$ cat src/rtl/pngp_pkg.sv
package pngp_pkg;

  typedef enum logic [1:0] {
    KIND_PAL  = 2'd0,
    KIND_SUM  = 2'd1,
    KIND_ERR  = 2'd2
  } kind_e;

  typedef enum logic [3:0] {
    ERR_NONE  = 4'd0,
    ERR_SIG   = 4'd1,
    ERR_ORDER = 4'd2,
    ERR_ILEN  = 4'd3,
    ERR_IHDR  = 4'd4,
    ERR_PLTE  = 4'd5,
    ERR_PHYS  = 4'd6,
    ERR_NOPAL = 4'd7,
    ERR_COLOR = 4'd8,
    ERR_TRUNC = 4'd9
  } err_e;

  typedef enum logic [2:0] {
    PH_SIG  = 3'd0,
    PH_HDR  = 3'd1,
    PH_IHDR = 3'd2,
    PH_PLTE = 3'd3,
    PH_PHYS = 3'd4,
    PH_SKIP = 3'd5,
    PH_DONE = 3'd6
  } phase_e;

  localparam logic [31:0] T_IHDR = 32'h4948_4452;
  localparam logic [31:0] T_PLTE = 32'h504C_5445;
  localparam logic [31:0] T_PHYS = 32'h7048_5973;
  localparam logic [31:0] T_IDAT = 32'h4944_4154;

  typedef struct packed {
    logic [1:0]  kind;
    logic [3:0]  error_code;
    logic [7:0]  palette_index;
    logic [23:0] palette_rgb;
    logic [31:0] image_width;
    logic [31:0] image_height;
    logic [3:0]  bit_depth;
    logic [7:0]  color_type;
    logic [8:0]  palette_count;
    logic [31:0] x_density;
    logic [31:0] y_density;
    logic [7:0]  density_unit;
  } result_t;

  function automatic logic [7:0] sig_byte(input logic [2:0] idx);
    logic [7:0] v;
    unique case (idx)
      3'd0: v = 8'h89;
      3'd1: v = 8'h50;
      3'd2: v = 8'h4E;
      3'd3: v = 8'h47;
      3'd4: v = 8'h0D;
      3'd5: v = 8'h0A;
      3'd6: v = 8'h1A;
      default: v = 8'h0A;
    endcase
    return v;
  endfunction

  // value mod 3: base-4 digits sum to the same residue since 4 = 1 mod 3
  function automatic logic [1:0] mod3_10(input logic [9:0] v);
    logic [3:0] s1;
    logic [2:0] s2;
    logic [1:0] m;
    s1 = {2'b0, v[9:8]} + {2'b0, v[7:6]} + {2'b0, v[5:4]} + {2'b0, v[3:2]}
         + {2'b0, v[1:0]};
    s2 = {1'b0, s1[3:2]} + {1'b0, s1[1:0]};
    unique case (s2)
      3'd0, 3'd3, 3'd6: m = 2'd0;
      3'd1, 3'd4:       m = 2'd1;
      3'd2, 3'd5:       m = 2'd2;
      default:          m = 2'd0;
    endcase
    return m;
  endfunction

endpackage

$ cat src/rtl/png_chunk_header_parser.sv
// Results are registered in the result queue before they reach the output ports.
// Throughput: one byte per cycle; the parser stalls whenever the two-entry result
// queue is full, even when the consumer holds ready high.
// Reset: asynchronous active low; the parser waits for the PNG signature and the
// result queue is empty.
module png_chunk_header_parser #(
  parameter int unsigned MAX_PALETTE = 256
) (
  input  logic        clk_i,
  input  logic        rst_ni,
  input  logic        in_valid_i,
  output logic        in_ready_o,
  input  logic [7:0]  data_byte_i,
  input  logic        file_start_i,
  input  logic        file_end_i,
  output logic        out_valid_o,
  input  logic        out_ready_i,
  output logic [1:0]  kind_o,
  output logic [3:0]  error_code_o,
  output logic [7:0]  palette_index_o,
  output logic [23:0] palette_rgb_o,
  output logic [31:0] image_width_o,
  output logic [31:0] image_height_o,
  output logic [3:0]  bit_depth_o,
  output logic [7:0]  color_type_o,
  output logic [8:0]  palette_count_o,
  output logic [31:0] x_density_o,
  output logic [31:0] y_density_o,
  output logic [7:0]  density_unit_o
);
  import pngp_pkg::*;

  // Front end parses bytes; every transfer that yields a result pushes it to the queue.
  logic    res_valid, res_ready;
  result_t res, outr;

  pngp_front #(.MaxPalette(MAX_PALETTE)) u_front (
    .clk_i, .rst_ni,
    .valid_i(in_valid_i), .ready_o(in_ready_o),
    .data_byte_i, .file_start_i, .file_end_i,
    .res_valid_o(res_valid), .res_ready_i(res_ready), .res_o(res)
  );

  // Queue decouples the parser from the consumer.
  pngp_fifo u_fifo (
    .clk_i, .rst_ni,
    .in_valid_i(res_valid), .in_ready_o(res_ready), .in_data_i(res),
    .out_valid_o, .out_ready_i, .out_data_o(outr)
  );

  assign kind_o          = outr.kind;
  assign error_code_o    = outr.error_code;
  assign palette_index_o = outr.palette_index;
  assign palette_rgb_o   = outr.palette_rgb;
  assign image_width_o   = outr.image_width;
  assign image_height_o  = outr.image_height;
  assign bit_depth_o     = outr.bit_depth;
  assign color_type_o    = outr.color_type;
  assign palette_count_o = outr.palette_count;
  assign x_density_o     = outr.x_density;
  assign y_density_o     = outr.y_density;
  assign density_unit_o  = outr.density_unit;
endmodule

$ cat src/rtl/pngp_front.sv
module pngp_front #(
  parameter int unsigned MaxPalette = 256
) (
  input  logic             clk_i,
  input  logic             rst_ni,
  input  logic             valid_i,
  output logic             ready_o,
  input  logic [7:0]       data_byte_i,
  input  logic             file_start_i,
  input  logic             file_end_i,
  output logic             res_valid_o,
  input  logic             res_ready_i,
  output pngp_pkg::result_t res_o
);
  import pngp_pkg::*;

  phase_e      phase_q, phase_d;
  logic [32:0] cnt_q, cnt_d;
  logic [31:0] len_q, len_d;
  logic [31:0] typ_q, typ_d;
  logic [2:0]  seen_q, seen_d;
  logic [31:0] wid_q, wid_d, hgt_q, hgt_d, xd_q, xd_d, yd_q, yd_d;
  logic [7:0]  dep_q, dep_d, col_q, col_d, unit_q, unit_d;
  logic [8:0]  ent_q, ent_d;
  logic [15:0] part_q, part_d;
  logic [1:0]  mod3_q, mod3_d;

  logic        go;
  logic        emit;
  result_t     r;
  phase_e      ph;
  logic [32:0] ci;
  logic [2:0]  sn;
  logic [7:0]  cl;
  logic [8:0]  en;
  logic [31:0] hl, ht;

  assign ready_o = res_ready_i;
  assign go = valid_i && ready_o;
  assign res_valid_o = go && emit;
  assign res_o = r;

  always_comb begin
    phase_d = phase_q; cnt_d = cnt_q; len_d = len_q; typ_d = typ_q; seen_d = seen_q;
    wid_d = wid_q; hgt_d = hgt_q; xd_d = xd_q; yd_d = yd_q; dep_d = dep_q;
    col_d = col_q; unit_d = unit_q; ent_d = ent_q; part_d = part_q; mod3_d = mod3_q;
    emit = 1'b0;
    r = '0;
    if (file_start_i) begin
      phase_d = PH_SIG; cnt_d = '0; len_d = '0; typ_d = '0; seen_d = '0;
      wid_d = '0; hgt_d = '0; dep_d = '0; col_d = '0; xd_d = 32'd1; yd_d = 32'd1;
      unit_d = '0; ent_d = '0; part_d = '0; mod3_d = '0;
    end
    ph = phase_d; ci = cnt_d; sn = seen_d; cl = col_d; en = ent_d;
    hl = len_d; ht = typ_d;
    unique case (ph)
      PH_SIG: begin
        if (data_byte_i != sig_byte(ci[2:0])) begin
          emit = 1'b1; r.kind = KIND_ERR; r.error_code = ERR_SIG; phase_d = PH_DONE;
        end else if (ci == 33'd7) begin
          cnt_d = '0; phase_d = PH_HDR;
        end else cnt_d = ci + 33'd1;
      end
      PH_HDR: begin
        if (ci < 33'd4) begin
          hl = {len_d[23:0], data_byte_i}; len_d = hl;
        end else begin
          ht = {typ_d[23:0], data_byte_i}; typ_d = ht;
        end
        cnt_d = ci + 33'd1;
        if (ci == 33'd7) begin
          cnt_d = '0; mod3_d = '0;
          if (ht == T_IHDR) begin
            if (sn[0]) begin
              emit = 1'b1; r.kind = KIND_ERR; r.error_code = ERR_ORDER;
              phase_d = PH_DONE;
            end else if (hl != 32'd13) begin
              emit = 1'b1; r.kind = KIND_ERR; r.error_code = ERR_ILEN;
              phase_d = PH_DONE;
            end else begin
              seen_d[0] = 1'b1; phase_d = PH_IHDR;
            end
          end else if (!sn[0]) begin
            emit = 1'b1; r.kind = KIND_ERR; r.error_code = ERR_ORDER; phase_d = PH_DONE;
          end else if (ht == T_PLTE) begin
            // low bits suffice: anything above the palette limit fails anyway
            if (sn[1] || hl > 32'(3 * MaxPalette) || mod3_10(hl[9:0]) != 2'd0
                || cl == 8'd0) begin
              emit = 1'b1; r.kind = KIND_ERR; r.error_code = ERR_PLTE;
              phase_d = PH_DONE;
            end else begin
              seen_d[1] = 1'b1; phase_d = PH_PLTE;
            end
          end else if (ht == T_PHYS) begin
            if (sn[2] || hl != 32'd9) begin
              emit = 1'b1; r.kind = KIND_ERR; r.error_code = ERR_PHYS;
              phase_d = PH_DONE;
            end else begin
              seen_d[2] = 1'b1; phase_d = PH_PHYS;
            end
          end else if (ht == T_IDAT) begin
            emit = 1'b1; phase_d = PH_DONE;
            if (cl == 8'd3 && !sn[1]) begin
              r.kind = KIND_ERR; r.error_code = ERR_NOPAL;
            end else if (cl != 8'd0 && cl != 8'd2 && cl != 8'd3) begin
              r.kind = KIND_ERR; r.error_code = ERR_COLOR;
            end else begin
              r.kind = KIND_SUM; r.image_width = wid_d; r.image_height = hgt_d;
              r.bit_depth = dep_d[3:0]; r.color_type = cl; r.palette_count = en;
              r.x_density = xd_d; r.y_density = yd_d; r.density_unit = unit_d;
            end
          end else begin
            cnt_d = {1'b0, hl} + 33'd4; phase_d = PH_SKIP;
          end
        end
      end
      PH_IHDR: begin
        if (ci < 33'd4) wid_d = {wid_d[23:0], data_byte_i};
        else if (ci < 33'd8) hgt_d = {hgt_d[23:0], data_byte_i};
        else if (ci == 33'd8) begin
          dep_d = data_byte_i;
          if (data_byte_i > 8'd8) begin
            emit = 1'b1; r.kind = KIND_ERR; r.error_code = ERR_IHDR;
            phase_d = PH_DONE;
          end
        end else if (ci == 33'd9) col_d = data_byte_i;
        else if (ci < 33'd13 && data_byte_i != 8'd0) begin
          emit = 1'b1; r.kind = KIND_ERR; r.error_code = ERR_IHDR; phase_d = PH_DONE;
        end
        if (!emit) begin
          if (ci == 33'd16) begin
            cnt_d = '0; phase_d = PH_HDR;
          end else cnt_d = ci + 33'd1;
        end
      end
      PH_PHYS: begin
        if (ci < 33'd4) xd_d = {xd_d[23:0], data_byte_i};
        else if (ci < 33'd8) yd_d = {yd_d[23:0], data_byte_i};
        else if (ci == 33'd8) unit_d = data_byte_i;
        if (ci == 33'd12) begin
          cnt_d = '0; phase_d = PH_HDR;
        end else cnt_d = ci + 33'd1;
      end
      PH_PLTE: begin
        if (ci < {1'b0, len_d}) begin
          // running i mod 3 replaces a divider
          if (mod3_q != 2'd2) begin
            part_d = {part_d[7:0], data_byte_i}; mod3_d = mod3_q + 2'd1;
          end else begin
            emit = 1'b1; r.kind = KIND_PAL; r.palette_index = en[7:0];
            r.palette_rgb = {part_d, data_byte_i};
            ent_d = en + 9'd1; part_d = '0; mod3_d = '0;
          end
        end
        if (ci + 33'd1 >= {1'b0, len_d} + 33'd4) begin
          cnt_d = '0; phase_d = PH_HDR;
        end else cnt_d = ci + 33'd1;
      end
      PH_SKIP: begin
        if (ci <= 33'd1) begin
          cnt_d = '0; phase_d = PH_HDR;
        end else cnt_d = ci - 33'd1;
      end
      default: ;
    endcase
    if (ph != PH_DONE && !emit && file_end_i && phase_d != PH_DONE) begin
      emit = 1'b1; r = '0; r.kind = KIND_ERR; r.error_code = ERR_TRUNC; phase_d = PH_DONE;
    end
  end

  always_ff @(posedge clk_i or negedge rst_ni) begin
    if (!rst_ni) begin
      phase_q <= PH_SIG; cnt_q <= '0; len_q <= '0; typ_q <= '0; seen_q <= '0;
      wid_q <= '0; hgt_q <= '0; dep_q <= '0; col_q <= '0;
      xd_q <= 32'd1; yd_q <= 32'd1; unit_q <= '0; ent_q <= '0; part_q <= '0;
      mod3_q <= '0;
    end else if (go) begin
      phase_q <= phase_d; cnt_q <= cnt_d; len_q <= len_d; typ_q <= typ_d;
      seen_q <= seen_d; wid_q <= wid_d; hgt_q <= hgt_d; dep_q <= dep_d;
      col_q <= col_d; xd_q <= xd_d; yd_q <= yd_d; unit_q <= unit_d;
      ent_q <= ent_d; part_q <= part_d; mod3_q <= mod3_d;
    end
  end
endmodule

$ cat src/rtl/pngp_fifo.sv
module pngp_fifo (
  input  logic              clk_i,
  input  logic              rst_ni,
  input  logic              in_valid_i,
  output logic              in_ready_o,
  input  pngp_pkg::result_t in_data_i,
  output logic              out_valid_o,
  input  logic              out_ready_i,
  output pngp_pkg::result_t out_data_o
);
  import pngp_pkg::*;

  result_t    mem_q [2];
  logic       wp_q, rp_q;
  logic [1:0] cnt_q;
  logic       wr, rd;

  assign in_ready_o  = cnt_q != 2'd2;
  assign out_valid_o = cnt_q != 2'd0;
  assign out_data_o  = mem_q[rp_q];
  assign wr = in_valid_i && in_ready_o;
  assign rd = out_valid_o && out_ready_i;

  always_ff @(posedge clk_i) begin
    if (wr) mem_q[wp_q] <= in_data_i;
  end

  always_ff @(posedge clk_i or negedge rst_ni) begin
    if (!rst_ni) begin
      wp_q <= 1'b0; rp_q <= 1'b0; cnt_q <= '0;
    end else begin
      if (wr) wp_q <= ~wp_q;
      if (rd) rp_q <= ~rp_q;
      cnt_q <= cnt_q + {1'b0, wr} - {1'b0, rd};
    end
  end
endmodule

$ cat config.mk
export PLATFORM = sky130hd
export DESIGN_NAME = png_chunk_header_parser
export DESIGN_NICKNAME = d
export VERILOG_FILES = /design/src/rtl/pngp_pkg.sv /design/src/rtl/png_chunk_header_parser.sv /design/src/rtl/pngp_front.sv /design/src/rtl/pngp_fifo.sv
export SDC_FILE = /design/constraint.sdc
export NUM_CORES = 2
export LEC_CHECK = 0
export BUFFER_PORTS_ARGS = -buffer_cell sky130_fd_sc_hd__buf_2
export CAP_MARGIN = 25
export CORE_AREA = 2 2 258 260
export DETAILED_ROUTE_END_ITERATION = 10
export DIE_AREA = 0 0 260 262
export PLACE_DENSITY = 0.81
export SYNTH_ARGS = -nofsm -noshare
export SYNTH_HDL_FRONTEND = slang
export SYNTH_HIERARCHICAL = 1
export SYNTH_SLANG_ARGS = --single-unit
export TNS_END_PERCENT = 5
$ cat constraint.sdc
create_clock -name clk_i -period 28.9 [get_ports clk_i]
set_input_delay 4.335 -clock clk_i [delete_from_list [all_inputs] [get_ports clk_i]]
set_output_delay 4.335 -clock clk_i [all_outputs]
set_load 0.05 [all_outputs]
==> results.tsv <==
stage	metric	value	unit
status	status	complete, no violations	
clock_tree	tritoncts	done	
final_layout	fill_cells	5068	
detailed_routing	final_antenna_net_count	0	
clock_tree	post_cts_buffers	0	
detailed_routing	post_drt_wl_per_cell	23.7	µm
logic_synthesis	yosysSeqAreaShare	52.6	%
global_route	antenna_found_initial	5	
worst_setup_path	required	29120	ps
detailed_routing	drc	0	
detailed_routing	vias_per_cell	6.41	
global_route	grt_pass1_vias	25500	
worst_setup_path	cp-start-kind	input port	
logic_synthesis	synth_edf_count	390	
detailed_routing	vias	27100	
die	core-area	65300	µm²
timing	max_freq	88.0	MHz
detailed_routing	dr.pass1.iters	6	
timing	final.period_utilization	39.3	%
detailed_routing	wirelength	100	mm
power	power_density	92.8	nW/µm²
final_layout	fin_util	60.6	%
timing	maxSlewHeadroom	27.9	%
final_layout	final_cell_area	39500	µm²
detailed_routing	drtIter0Drc	3744	
timing	fin_skew	36.2	ps
placement	dpl_cell_area	37300	µm²
placement	pre_cts_ws	17010	ps
power	leakagePower	15.5	nW
clock_tree	cts_htree_levels	3	
detailed_routing	highest_layer	met5	
die	boundaryPins	211	
final_layout	layout.nets	3410	
logic_synthesis	ys_types	107	
timing	tightest_slew	1080	ps
die	die_area	68100	µm²
placement	place_inst	4097	
logic_synthesis	ys.flop_type	edfxtp_1	
clock_tree	cts_hold_buf	0	
clock_tree	cts_max_path_buffers	3	
placement	dpl.hpwl	65.9	mm
timing	slew_violations	0	
detailed_routing	route.met3.wl	9.87	mm
logic_synthesis	syn_avg_cell_area	11.2	µm²
die	initial_utilization	54.7	%
clock_tree	numCtsBuffers	71	
die	dieHeight	262	µm
timing	rsz0062_at_grt	false	
die	rows	94	
global_route	grt_overflow_total	0	
clock_tree	clkLatencyLatePin	620	ps
die	die_w	260	µm
logic_synthesis	synthCells	3187	
final_layout	regArea	18800	µm²
timing	fin_ws	17530	ps
worst_setup_path	timing.critical_path.arrival	11590	ps
worst_setup_path	worstSetupPathType	input port to flop	
timing	setup_viol_count_final	0	
global_route	grt_pass1_wl	152	mm
logic_synthesis	syn-cell-area	35700	µm²
placement	io_buffers	210	
detailed_routing	wl_met1	39.2	mm
final_layout	area_delta_synth_final	10.8	%
logic_synthesis	ys_seq_elements	672	
placement	gp_congestion	1.01	
clock_tree	post_cts_resized	0	
final_layout	drive_above_1_share	18.8	%
clock_tree	cts_root_buffer	clkbuf_16	
timing	setup_tns	0	ps
power	max-vdd-ir-drop	0.0720	mV
detailed_routing	wl_met2	46.3	mm
final_layout	multiInputGateArea	15700	µm²
timing	worst_hold_slack	480	ps
run	drv_cap	0	
logic_synthesis	async_flop_share	42.0	%
final_layout	layout.cells.non_filler	4232	
clock_tree	clk_pin_slew	60	ps
power	p_total	3.67	mW
clock_tree	cts_num_sinks	672	
timing	period_needed	11370	ps
worst_setup_path	end_kind	flop	
global_route	grt_max_degree	158	
worst_setup_path	crit_fanout	55	
worst_hold_path	hold_path_class	flop to flop	
logic_synthesis	yosysWarnings	6	
timing	hold_viol	0	
global_route	grt_usage	28.8	%
cell families (layout without fill, tap and decap cells):
| kind of cell | count (synthesis) | after routing | synth area share [%] |
|---|---|---|---|
| and+or+nand+nor | 1070 | 1070 | 15.6 |
| AOI/OAI and AO/OA | 765 | 765 | 14.4 |
| DFF | 672 | 672 | 52.6 |
| buffers and inverters | 278 | 450 | 3.61 |
| muxes | 208 | 208 | 8.01 |
| xor gates and xnor gates | 105 | 105 | 2.58 |
| adders and majority gates | 88 | 88 | 3.21 |
| other | 1 | 10 | 0.0105 |
report_power, final:
part / switching, mW / internal, mW
clock: 0.378 / 0.507
combinational: 0.972 / 0.458
sequential: 0.166 / 1.19
registers in the layout, indices dropped and copies added (netlist names), 16 cells and up:
signal	flops
u_fifo/mem_q	390
u_front/yd_q	32
u_front/len_q	32
u_front/cnt_q	33
u_front/hgt_q	32
u_front/wid_q	32
u_front/part_q	16
u_front/xd_q	32
u_front/typ_q	32
cell usage in the layout, fill, tap and decap left out, drive strengths merged, types with 9 or more instances in the layout:
cell    instances
a22oi         147
nor3           61
or4            12
xor2           30
dfrtp         280
buf           260
or3            20
nor4           53
o211ai         16
clkbuf         99
nand2         350
nand3          70
and2          182
ha             82
a31oi          35
nor2b          46
a221oi          9
clkinv         25
nand4          34
o21ai         246
edfxtp        390
mux2          198
xnor2          75
nand2b         16
mux2i          10
and3           18
or2            12
a21o           32
o22ai          12
a211oi         13
nor2          158
inv            61
a22o           71
a21oi          90
worst paths after layout:
check	startpoint	end	slack, ps	cells after the start
min in group asynchronous	rst_ni	u_front/len_q[26]$_DFFE_PN0P_	3700	1
setup reg to reg	u_front/cnt_q[18]$_DFFE_PN0P_	u_fifo/mem_q[1][171]$_DFFE_PP_	19870	22
max in group asynchronous	rst_ni	u_front/hgt_q[8]$_DFFE_PN0P_	23290	3
setup / recovery	file_start_i	u_fifo/mem_q[1][171]$_DFFE_PP_	17530	22
hold reg to reg	u_front/seen_q[0]$_DFFE_PN0P_	u_front/seen_q[0]$_DFFE_PN0P_	480	2
hold / removal	u_front/seen_q[0]$_DFFE_PN0P_	u_front/seen_q[0]$_DFFE_PN0P_	480	2
synth_stat cells (7+ instances only):
library cell	instances	area share (%)
clkbuf_1	140	1.5
nor3_1	55	0.77
edfxtp_1	390	33
xnor2_1	75	1.8
nor4_1	44	0.77
ha_1	82	2.9
dfrtp_1	280	20
nand4_1	31	0.54
or2_2	11	0.19
o31ai_1	7	0.15
o21ai_0	237	3.3
a211oi_1	12	0.25
nand2_1	350	3.7
a22oi_1	146	3.1
a31oi_1	33	0.58
nand2b_1	16	0.28
or4_1	10	0.21
o21bai_1	7	0.15
and2_1	181	3.2
and3_1	18	0.32
buf_6	19	0.60
nand3_1	69	0.97
o21ai_1	9	0.13
o211ai_1	16	0.34
nor2b_1	45	0.79
a21boi_0	8	0.17
buf_2	42	0.59
o22ai_1	12	0.21
nor2_1	157	1.7
xor2_1	30	0.74
mux2_4	140	5.9
nand3b_1	7	0.15
or3_1	20	0.35
a221oi_1	8	0.20
a22o_1	71	1.7
inv_1	57	0.60
a21oi_1	89	1.2
mux2_2	57	1.8
buf_4	13	0.27
o21a_1	7	0.15
a21o_1	32	0.67
mux2i_1	9	0.25
layer usage:
metal | GRT usage [%] | up-vias
met1 | 39.4 | 13300
met4 | 13.6 | 6
li1 | - | 12000
met5 | 0 | -
met2 | 44.5 | 1530
met3 | 5.79 | 330
layout make-up:
class	instances	share of cell area, %
clock inverter	32	0.696
timing repair buffer	262	3.75
inverter	59	0.560
clock buffer	97	4.97
sequential	672	47.5
multi-input combinational	2242	39.8
antenna	4	0.0253
tap	864	2.73
critical path, cell delays in order:
cell       delay (ps)
clkbuf_8          180
inv_2             510
o31ai_4           390
a22oi_2           600
xor2_1            130
ha_1              200
a311oi_1          300
fa_1              530
fa_1              450
xnor2_1           140
ha_1              190
fa_1              450
xnor2_1           180
nor4_1             60
o2111ai_1         140
a22oi_1           150
a31oi_1           310
nor3_1            110
nor2_1            140
and3_4            590
buf_4             700
buf_4             710
(Power assumes the default switching activity.)
